### src/rtl/core/pwmt_pkg.sv
// Shared types and constants for the PWM frame bit transmitter.
// No dependencies.
package pwmt_pkg;

  localparam int unsigned DefTickWidth = 16;
  localparam int unsigned DurW         = 16;
  localparam int unsigned NumRegs      = 5;
  localparam int unsigned CfgIdxW      = 3;
  localparam int unsigned CmdDepth     = 2;
  localparam int unsigned SegW         = 5;

  localparam int unsigned RstBitPeriod = 24;
  localparam int unsigned RstHighOne   = 8;
  localparam int unsigned RstHighZero  = 16;
  localparam int unsigned RstSofHigh   = 32;
  localparam int unsigned RstSofLow    = 16;

  // segment numbering: 0 SOF high, 1 SOF low, 2..17 bit high/low pairs
  localparam logic [SegW-1:0] SofHighSeg  = 5'd0;
  localparam logic [SegW-1:0] FirstBitSeg = 5'd2;
  localparam logic [SegW-1:0] LastSeg     = 5'd17;

  typedef enum logic [CfgIdxW-1:0] {
    RegBitPeriod = 3'd0,
    RegHighOne   = 3'd1,
    RegHighZero  = 3'd2,
    RegSofHigh   = 3'd3,
    RegSofLow    = 3'd4
  } cfg_idx_e;

  typedef struct packed {
    logic [7:0] data_byte;
    logic       last_byte;
  } in_item_t;

  typedef struct packed {
    logic            line_level;
    logic [DurW-1:0] duration_ticks;
    logic            frame_end;
    logic            last_of_run;
  } out_item_t;

  typedef struct packed {
    logic [7:0] data_byte;
    logic       last_byte;
    logic       sof;
  } cmd_t;

endpackage

### src/rtl/core/pwmt_cfg_regs.sv
// Timing configuration registers of the PWM transmitter.
// Depends on pwmt_pkg.
module pwmt_cfg_regs #(
  parameter int unsigned TICK_WIDTH = pwmt_pkg::DefTickWidth
) (
  input  logic                                            clk_i,
  input  logic                                            rst_ni,
  input  logic                                            cfg_we_i,
  input  logic [pwmt_pkg::CfgIdxW-1:0]                    cfg_idx_i,
  input  logic [TICK_WIDTH-1:0]                           cfg_wdata_i,
  output logic [pwmt_pkg::NumRegs-1:0][TICK_WIDTH-1:0]    cfg_o
);
  import pwmt_pkg::*;

  logic [NumRegs-1:0][TICK_WIDTH-1:0] regs_q, regs_d;

  always_comb begin
    regs_d = regs_q;
    if (cfg_we_i) begin
      case (cfg_idx_e'(cfg_idx_i))
        RegBitPeriod: regs_d[RegBitPeriod] = cfg_wdata_i;
        RegHighOne:   regs_d[RegHighOne]   = cfg_wdata_i;
        RegHighZero:  regs_d[RegHighZero]  = cfg_wdata_i;
        RegSofHigh:   regs_d[RegSofHigh]   = cfg_wdata_i;
        RegSofLow:    regs_d[RegSofLow]    = cfg_wdata_i;
        default: ;
      endcase
    end
  end

  always_ff @(posedge clk_i or negedge rst_ni) begin
    if (!rst_ni) begin
      regs_q[RegBitPeriod] <= TICK_WIDTH'(RstBitPeriod);
      regs_q[RegHighOne]   <= TICK_WIDTH'(RstHighOne);
      regs_q[RegHighZero]  <= TICK_WIDTH'(RstHighZero);
      regs_q[RegSofHigh]   <= TICK_WIDTH'(RstSofHigh);
      regs_q[RegSofLow]    <= TICK_WIDTH'(RstSofLow);
    end else begin
      regs_q <= regs_d;
    end
  end

  assign cfg_o = regs_q;

endmodule

### src/rtl/core/pwmt_front.sv
// Front end: accepts bytes, tags frame starts, buffers them in a short queue.
// Depends on pwmt_pkg.
module pwmt_front (
  input  logic               clk_i,
  input  logic               rst_ni,
  input  logic               push,
  output logic               full,
  input  pwmt_pkg::in_item_t in_item_i,
  output logic               cmd_valid_o,
  output pwmt_pkg::cmd_t     cmd_o,
  input  logic               cmd_pop_i
);
  import pwmt_pkg::*;

  localparam int unsigned PtrW = $clog2(CmdDepth);
  localparam int unsigned CntW = $clog2(CmdDepth + 1);

  cmd_t            mem_q [CmdDepth];
  logic [PtrW-1:0] wr_ptr_q, wr_ptr_d, rd_ptr_q, rd_ptr_d;
  logic [CntW-1:0] cnt_q, cnt_d;
  logic            in_frame_q, in_frame_d;
  logic            wr_en, rd_en;
  cmd_t            wr_cmd;

  assign full        = (cnt_q == CntW'(CmdDepth));
  assign cmd_valid_o = (cnt_q != '0);
  assign cmd_o       = mem_q[rd_ptr_q];

  assign wr_en = push && !full;
  assign rd_en = cmd_pop_i && cmd_valid_o;

  always_comb begin
    wr_cmd.data_byte = in_item_i.data_byte;
    wr_cmd.last_byte = in_item_i.last_byte;
    wr_cmd.sof       = !in_frame_q;

    in_frame_d = in_frame_q;
    wr_ptr_d   = wr_ptr_q;
    rd_ptr_d   = rd_ptr_q;
    cnt_d      = cnt_q;
    if (wr_en) begin
      in_frame_d = !in_item_i.last_byte;
      wr_ptr_d   = wr_ptr_q + PtrW'(1);
    end
    if (rd_en) begin
      rd_ptr_d = rd_ptr_q + PtrW'(1);
    end
    case ({wr_en, rd_en})
      2'b10:   cnt_d = cnt_q + CntW'(1);
      2'b01:   cnt_d = cnt_q - CntW'(1);
      default: cnt_d = cnt_q;
    endcase
  end

  always_ff @(posedge clk_i or negedge rst_ni) begin
    if (!rst_ni) begin
      in_frame_q <= 1'b0;
      wr_ptr_q   <= '0;
      rd_ptr_q   <= '0;
      cnt_q      <= '0;
    end else begin
      in_frame_q <= in_frame_d;
      wr_ptr_q   <= wr_ptr_d;
      rd_ptr_q   <= rd_ptr_d;
      cnt_q      <= cnt_d;
    end
  end

  always_ff @(posedge clk_i) begin
    if (wr_en) begin
      mem_q[wr_ptr_q] <= wr_cmd;
    end
  end

  a_cnt_bound: assert property (@(posedge clk_i) disable iff (!rst_ni)
    cnt_q <= CntW'(CmdDepth))
    else $error("command queue count overflow");

  a_no_pop_empty: assert property (@(posedge clk_i) disable iff (!rst_ni)
    (cnt_q == '0) |-> !rd_en)
    else $error("command queue popped while empty");

  a_frame_track: assert property (@(posedge clk_i) disable iff (!rst_ni)
    wr_en |=> (in_frame_q == !$past(in_item_i.last_byte)))
    else $error("frame tracking lost");

endmodule

### src/rtl/core/pwmt_back.sv
// Back end: sequencer, one segment per cycle into an output register unless held.
// Depends on pwmt_pkg.
module pwmt_back #(
  parameter int unsigned TICK_WIDTH = pwmt_pkg::DefTickWidth
) (
  input  logic                                         clk_i,
  input  logic                                         rst_ni,
  input  logic [pwmt_pkg::NumRegs-1:0][TICK_WIDTH-1:0] cfg_i,
  input  logic                                         cmd_valid_i,
  input  pwmt_pkg::cmd_t                               cmd_i,
  output logic                                         cmd_pop_o,
  output logic                                         empty,
  input  logic                                         pop,
  output pwmt_pkg::out_item_t                          out_item_o
);
  import pwmt_pkg::*;

  localparam int unsigned ExtW = (TICK_WIDTH > DurW) ? TICK_WIDTH : DurW;

  logic            busy_q, busy_d;
  logic [SegW-1:0] seg_q, seg_d;
  cmd_t            cmd_q;
  logic            out_valid_q, out_valid_d;
  out_item_t       out_q, seg_item;

  logic            out_ready, emit, load, at_last;
  logic [SegW-1:0] seg_rel;
  logic [2:0]      bit_idx;
  logic            bit_val;
  logic [TICK_WIDTH-1:0] hi, period, lo, dur;
  logic [ExtW-1:0] dur_ext;

  assign out_ready = !out_valid_q || pop;
  assign emit      = busy_q && out_ready;
  assign at_last   = (seg_q == LastSeg);
  assign load      = cmd_valid_i && (!busy_q || (emit && at_last));
  assign cmd_pop_o = load;

  always_comb begin
    seg_rel = seg_q - FirstBitSeg;
    bit_idx = ~seg_rel[3:1];
    bit_val = cmd_q.data_byte[bit_idx];
    hi      = bit_val ? cfg_i[RegHighOne] : cfg_i[RegHighZero];
    period  = cfg_i[RegBitPeriod];
    lo      = (period > hi) ? (period - hi) : '0;

    if (seg_q == SofHighSeg) begin
      dur = cfg_i[RegSofHigh];
    end else if (seg_q < FirstBitSeg) begin
      dur = cfg_i[RegSofLow];
    end else if (!seg_q[0]) begin
      dur = hi;
    end else begin
      dur = lo;
    end
    dur_ext = ExtW'(dur);

    seg_item.line_level     = !seg_q[0];
    seg_item.duration_ticks = dur_ext[DurW-1:0];
    seg_item.last_of_run    = at_last;
    seg_item.frame_end      = at_last && cmd_q.last_byte;
  end

  always_comb begin
    busy_d      = busy_q;
    seg_d       = seg_q;
    out_valid_d = out_valid_q;
    if (emit) begin
      seg_d       = seg_q + SegW'(1);
      out_valid_d = 1'b1;
      if (at_last) begin
        busy_d = 1'b0;
      end
    end else if (pop && out_valid_q) begin
      out_valid_d = 1'b0;
    end
    if (load) begin
      busy_d = 1'b1;
      seg_d  = cmd_i.sof ? SofHighSeg : FirstBitSeg;
    end
  end

  always_ff @(posedge clk_i or negedge rst_ni) begin
    if (!rst_ni) begin
      busy_q      <= 1'b0;
      seg_q       <= FirstBitSeg;
      out_valid_q <= 1'b0;
    end else begin
      busy_q      <= busy_d;
      seg_q       <= seg_d;
      out_valid_q <= out_valid_d;
    end
  end

  always_ff @(posedge clk_i) begin
    if (load) begin
      cmd_q <= cmd_i;
    end
    if (emit) begin
      out_q <= seg_item;
    end
  end

  assign empty      = !out_valid_q;
  assign out_item_o = out_q;

  a_seg_range: assert property (@(posedge clk_i) disable iff (!rst_ni)
    busy_q |-> (seg_q <= LastSeg))
    else $error("segment counter out of range");

  a_sof_start: assert property (@(posedge clk_i) disable iff (!rst_ni)
    (load && cmd_i.sof) |=> (busy_q && seg_q == SofHighSeg))
    else $error("frame start did not begin with start-of-frame segment");

  a_end_is_low: assert property (@(posedge clk_i) disable iff (!rst_ni)
    (out_valid_q && out_q.last_of_run) |-> !out_q.line_level)
    else $error("byte ended on a high segment");

  a_frame_end_run: assert property (@(posedge clk_i) disable iff (!rst_ni)
    (out_valid_q && out_q.frame_end) |-> out_q.last_of_run)
    else $error("frame end off a byte boundary");

endmodule

### src/rtl/core/pwm_frame_bit_transmitter.sv
// PWM frame bit transmitter: byte queue front end, segment sequencer back end.
// Depends on pwmt_pkg, pwmt_cfg_regs, pwmt_front, pwmt_back.
//
// Each pushed byte becomes sixteen line segments (high then low per bit, MSB
// first), or eighteen when it opens a frame and the start-of-frame high and
// low segments go first. The segment sequencer produces one segment per clock
// while the output register is empty or popped, and back-to-back bytes stream
// without gaps; a two-entry byte queue sits in front of it, so full rises only
// when the queue holds two bytes. The first segment passes the byte queue, the
// sequencer state and the output register. After reset the timing registers
// hold period 24, one-high 8, zero-high 16, SOF high 32, SOF low 16; change
// them only while no transfer is in flight.
module pwm_frame_bit_transmitter #(
  parameter int unsigned TICK_WIDTH = pwmt_pkg::DefTickWidth
) (
  input  logic                          clk_i,
  input  logic                          rst_ni,
  input  logic                          push,
  output logic                          full,
  input  pwmt_pkg::in_item_t            in_item_i,
  output logic                          empty,
  input  logic                          pop,
  output pwmt_pkg::out_item_t           out_item_o,
  input  logic                          cfg_we_i,
  input  logic [pwmt_pkg::CfgIdxW-1:0]  cfg_idx_i,
  input  logic [TICK_WIDTH-1:0]         cfg_wdata_i
);
  import pwmt_pkg::*;

  logic [NumRegs-1:0][TICK_WIDTH-1:0] cfg;
  logic cmd_valid, cmd_pop;
  cmd_t cmd;

  pwmt_cfg_regs #(
    .TICK_WIDTH (TICK_WIDTH)
  ) u_cfg (
    .clk_i       (clk_i),
    .rst_ni      (rst_ni),
    .cfg_we_i    (cfg_we_i),
    .cfg_idx_i   (cfg_idx_i),
    .cfg_wdata_i (cfg_wdata_i),
    .cfg_o       (cfg)
  );

  pwmt_front u_front (
    .clk_i       (clk_i),
    .rst_ni      (rst_ni),
    .push        (push),
    .full        (full),
    .in_item_i   (in_item_i),
    .cmd_valid_o (cmd_valid),
    .cmd_o       (cmd),
    .cmd_pop_i   (cmd_pop)
  );

  pwmt_back #(
    .TICK_WIDTH (TICK_WIDTH)
  ) u_back (
    .clk_i       (clk_i),
    .rst_ni      (rst_ni),
    .cfg_i       (cfg),
    .cmd_valid_i (cmd_valid),
    .cmd_i       (cmd),
    .cmd_pop_o   (cmd_pop),
    .empty       (empty),
    .pop         (pop),
    .out_item_o  (out_item_o)
  );

endmodule

### config.mk
export PLATFORM = sky130hd
export DESIGN_NAME = pwm_frame_bit_transmitter
export DESIGN_NICKNAME = d
export VERILOG_FILES = /design/src/rtl/core/pwmt_pkg.sv /design/src/rtl/core/pwmt_cfg_regs.sv /design/src/rtl/core/pwmt_front.sv /design/src/rtl/core/pwmt_back.sv /design/src/rtl/core/pwm_frame_bit_transmitter.sv
export SDC_FILE = /design/constraint.sdc
export NUM_CORES = 1
export LEC_CHECK = 0
export CORE_UTILIZATION = 55
export CTS_CLUSTER_SIZE = 14
export DETAILED_ROUTE_END_ITERATION = 8
export DONT_BUFFER_PORTS = 1
export GPL_ROUTABILITY_DRIVEN = 0
export MAX_ROUTING_LAYER = met4
export PLACE_DENSITY = 0.7
export SYNTH_ARGS = -nofsm -noshare
export SYNTH_HDL_FRONTEND = slang
export SYNTH_SLANG_ARGS = --single-unit
### constraint.sdc
create_clock -name clk_i -period 4.9 [get_ports clk_i]
set_input_delay 0.245 -clock clk_i [delete_from_list [all_inputs] [get_ports clk_i]]
set_output_delay 0.245 -clock clk_i [all_outputs]
set_load 0.03 [all_outputs]
==> metrics.yaml <==
run_status:
  status: "finished, final reports clean"
synthesis:
  synth_edf_count: 48
  synth.top_cell.area_share_pct: 29.98
  synth_ff_type: "dfrtp_1"
  syn_area_sq_mm: 0.007096
  async_flop_share_pct: 65.71
  ys_warn_count: 0
  ys_top_cells_by_area: "dfrtp_1 30%, edfxtp_1 20%, mux2_2 14%, mux2i_1 2.7%, ha_1 2.6%"
  synth_area_leader_cell: "dfrtp_1"
  synth_seq_cells: 140
  synthCells: 592
  synthDistinctLibCells: 64
  ys_seq_area_share_pct: 52.88
  synth_area_per_cell_sq_um: 11.99
  synth_nets: 640
global_routing:
  grt_pass1_wl_um: 25300
  antenna_found_initial: 1
  grt_pass1_vias: 4867
  grt_usage_pct: 26.44
  grt_max_degree: 93
  overflow: 0
die:
  start_util_pct: 56.23
  die_w_um: 115.6
  fp.dieArea_sq_mm: 0.01336
  pin_count: 54
  core_area_sq_mm: 0.01262
  die_h_um: 115.6
  core.rowCount: 41
sta:
  tightestPinTransition_ns: 1.062
  setup_viol: 0
  rsz0062_at_grt: "false"
  whs_ns: 0.03888
  relSlewSlack_pct: 29.03
  fmax_ghz: 0.2237
  hold_viol: 0
  tns_ns: 0
  drv_slew: 0
  fin_crit_ns: 4.470
  fin_crit_sh_pct: 91.22
  skew_ns: 0.006758
setup_path:
  path_depth: 16
  cpPeakStageDelay_ns: 0.59
  crit_required_ns: 5.19
  arrival_ns: 4.76
  slowest_stage: "dfstp_2"
  startpoint_type: "register"
  path_cells: "inv_1 > ha_1 > mux4_2 > mux2_4 > mux2i_1 > xor2_1 > ha_1 > nor2_1 > mux2i_1 > o22ai_1 > o211ai_1 > nand2_1 > o21ai_0 > mux2_2 > nor3_1 > o22a_1"
  r2r-start: "u_back.seg_q[1]"
  rr_worst_depth: 16
  crit_path_start: "u_back.seg_q[1]"
  path_class: "reg2reg"
  crit_buf_inv: 1
  crit_path_end_kind: "register"
  path_max_fanout: 12
  cp_top_family: "multiplexers"
job:
  drv.max_cap_violation_count: 0
routing:
  drt_pass1_iterations: 5
  viasPerCell: 5.915
  drc: 0
  routedWlPerCell_um: 19.42
  dr_total_vias: 4779
  first_iter_violations: 384
  routed_wl_um: 15690
  ant_nets: 0
cts:
  clkLatencyLatePin_ns: 0.42
  cts_num_sinks: 140
  tritoncts: "built"
  clockBufferDepth: 2
  ctsHtreeMaxLevel: 4
  ctsRootBufferMaster: "clkbuf_16"
  cts_buffers: 17
  cts.clk_slew.worst_paths_ns: 0.06
place:
  dpl_cell_area_sq_mm: 0.007282
  port_buffers: 0
  hpwl_um: 10310
  placedCellCount: 747
layout:
  final_area_sq_mm: 0.008222
  syn_to_final_growth_pct: 15.87
  drive_above_1_share_pct: 23.78
  seqCellArea_sq_mm: 0.003752
  fill_cells: 981
  fin_cells: 808
  fin_nets: 670
  multi_input_area_sq_mm: 0.003183
pwr:
  total_power_uw: 6200
  p_leak_uw: 0.003264
  p_per_area_mw_per_mm2: 754.2
  irDropWorstVdd_v: 0.0003811
worst_hold_path:
  hold_path_class: "in2reg"
  min_from: "pop"
  holdPathStages: 2
## layout make-up
| type | instances | area share [%] |
|---|---|---|
| Antenna cell | 1 | 0.03044 |
| Clock buffer | 20 | 5.555 |
| Tap cell | 172 | 2.618 |
| Inverter | 15 | 0.6848 |
| Clock inverter | 12 | 2.252 |
| Timing Repair Buffer | 38 | 4.505 |
| Sequential cell | 140 | 45.64 |
| Multi-Input combinational cell | 410 | 38.72 |
## registers in the layout, summed over array words and instances, names as in the netlist
name,count
u_front.mem_q,20
u_front.cnt_q,2
u_back.seg_q,5
u_back.cmd_q,9
u_back.out_valid_q,1
u_back.out_item_o,19
u_cfg.cfg_o,80
u_front.wr_ptr_q,1
u_back.busy_q,1
u_front.in_frame_q,1
u_front.rd_ptr_q,1
## where the power goes
part           internal [uW]  switching (uW)  leakage, uW
Clock                    884             495     0.000312
Sequential              1620             375      0.00154
Combinational           1220            1610      0.00141
Total                   3720            2480      0.00326
## layer usage
layer	GRT usage, %	vias up	part of all wire (%)
li1	-	2235	-
met1	31.87	2382	43
met2	42.16	130	50
met3	6.956	32	4.3
met4	11.00	0	2.3
met5	-	-	0
## kinds of logic (layout without fill, tap and decap cells)
| family | after synthesis | in the layout | share of synthesized area (%) |
|---|---|---|---|
| xor+xnor | 28 | 28 | 3.456 |
| buf+inv | 42 | 85 | 2.398 |
| flops | 140 | 140 | 52.88 |
| simple gates | 136 | 136 | 9.452 |
| compound gates | 112 | 112 | 9.910 |
| fa+ha+maj | 20 | 20 | 3.350 |
| mux | 114 | 114 | 18.55 |
| other cells | 0 | 1 | 0 |
## placed cells by master, fill, tap and decap left out, drive strengths merged, types with 4 or more instances in the layout
| master | synthesis | layout |
|---|---|---|
| nor2b | 5 | 5 |
| nor3 | 6 | 6 |
| dlygate4sd3 | 0 | 26 |
| a31oi | 7 | 7 |
| mux2i | 24 | 24 |
| dfrtp | 85 | 85 |
| a21oi | 23 | 23 |
| o311ai | 5 | 5 |
| buf | 4 | 12 |
| xnor2 | 20 | 20 |
| nand2b | 6 | 6 |
| nor2 | 35 | 35 |
| edfxtp | 48 | 48 |
| nand2 | 40 | 40 |
| inv | 15 | 18 |
| bufinv | 0 | 4 |
| maj3 | 5 | 5 |
| and2 | 4 | 4 |
| clkbuf | 23 | 20 |
| xor2 | 8 | 8 |
| mux2 | 88 | 88 |
| and3 | 4 | 4 |
| nor3b | 4 | 4 |
| ha | 15 | 15 |
| o22ai | 12 | 12 |
| dfstp | 7 | 7 |
| clkinv | 0 | 4 |
| or2 | 6 | 6 |
| o21a | 5 | 5 |
| o21ai | 34 | 34 |
| nand3 | 10 | 10 |
## per-stage QoR
stage | utilization (%) | setup WS [ns]
after floorplan | - | 0.6133
after global placement | 57.70 | 0.5343
after detailed placement | 57.70 | 0.2890
after CTS | 65.07 | 0.2685
after global routing | 65.15 | 0.1165
final | 65.15 | 0.4302
## Yosys cell counts, types with 7 or more instances
| master | instances |
|---|---|
| o22ai_1 | 12 |
| o21ai_0 | 30 |
| ha_1 | 15 |
| inv_1 | 15 |
| edfxtp_1 | 48 |
| nor2_1 | 35 |
| xnor2_1 | 20 |
| a31oi_1 | 7 |
| mux2_2 | 86 |
| nand2_1 | 40 |
| dfstp_2 | 7 |
| xor2_1 | 8 |
| clkbuf_1 | 23 |
| mux2i_1 | 19 |
| dfrtp_1 | 85 |
| nand3_1 | 10 |
| a21oi_1 | 23 |
## worst reg2reg max path, stage by stage (launching register included)
cell      delay [ns]
dfstp_2         0.59
inv_1           0.11
ha_1            0.34
mux4_2          0.31
mux2_4          0.41
mux2i_1         0.29
xor2_1          0.23
ha_1            0.20
nor2_1          0.05
mux2i_1         0.26
o22ai_1         0.14
o211ai_1        0.32
nand2_1         0.13
o21ai_0         0.20
mux2_2          0.35
nor3_1          0.24
o22a_1          0.17
## final timing paths
check | slack, ns | end
max | 0.43 | u_back.out_item_o[16]
max reg2reg | 0.43 | u_back.out_item_o[16]
min reg2reg | 0.49 | u_front.in_frame_q
min in group asynchronous | 0.40 | u_back.out_valid_q
min | 0.04 | u_back.out_valid_q
max in group asynchronous | 4.06 | u_cfg.cfg_o[4]
## timing repair
item	in CTS	in global routing
hold buffers	27	0
setup endpoints to repair	0	3
buffers inserted	0	1
endpoints found under the hold margin	191	0
gates resized for setup	0	0
Power figures use the tool's default switching activity.
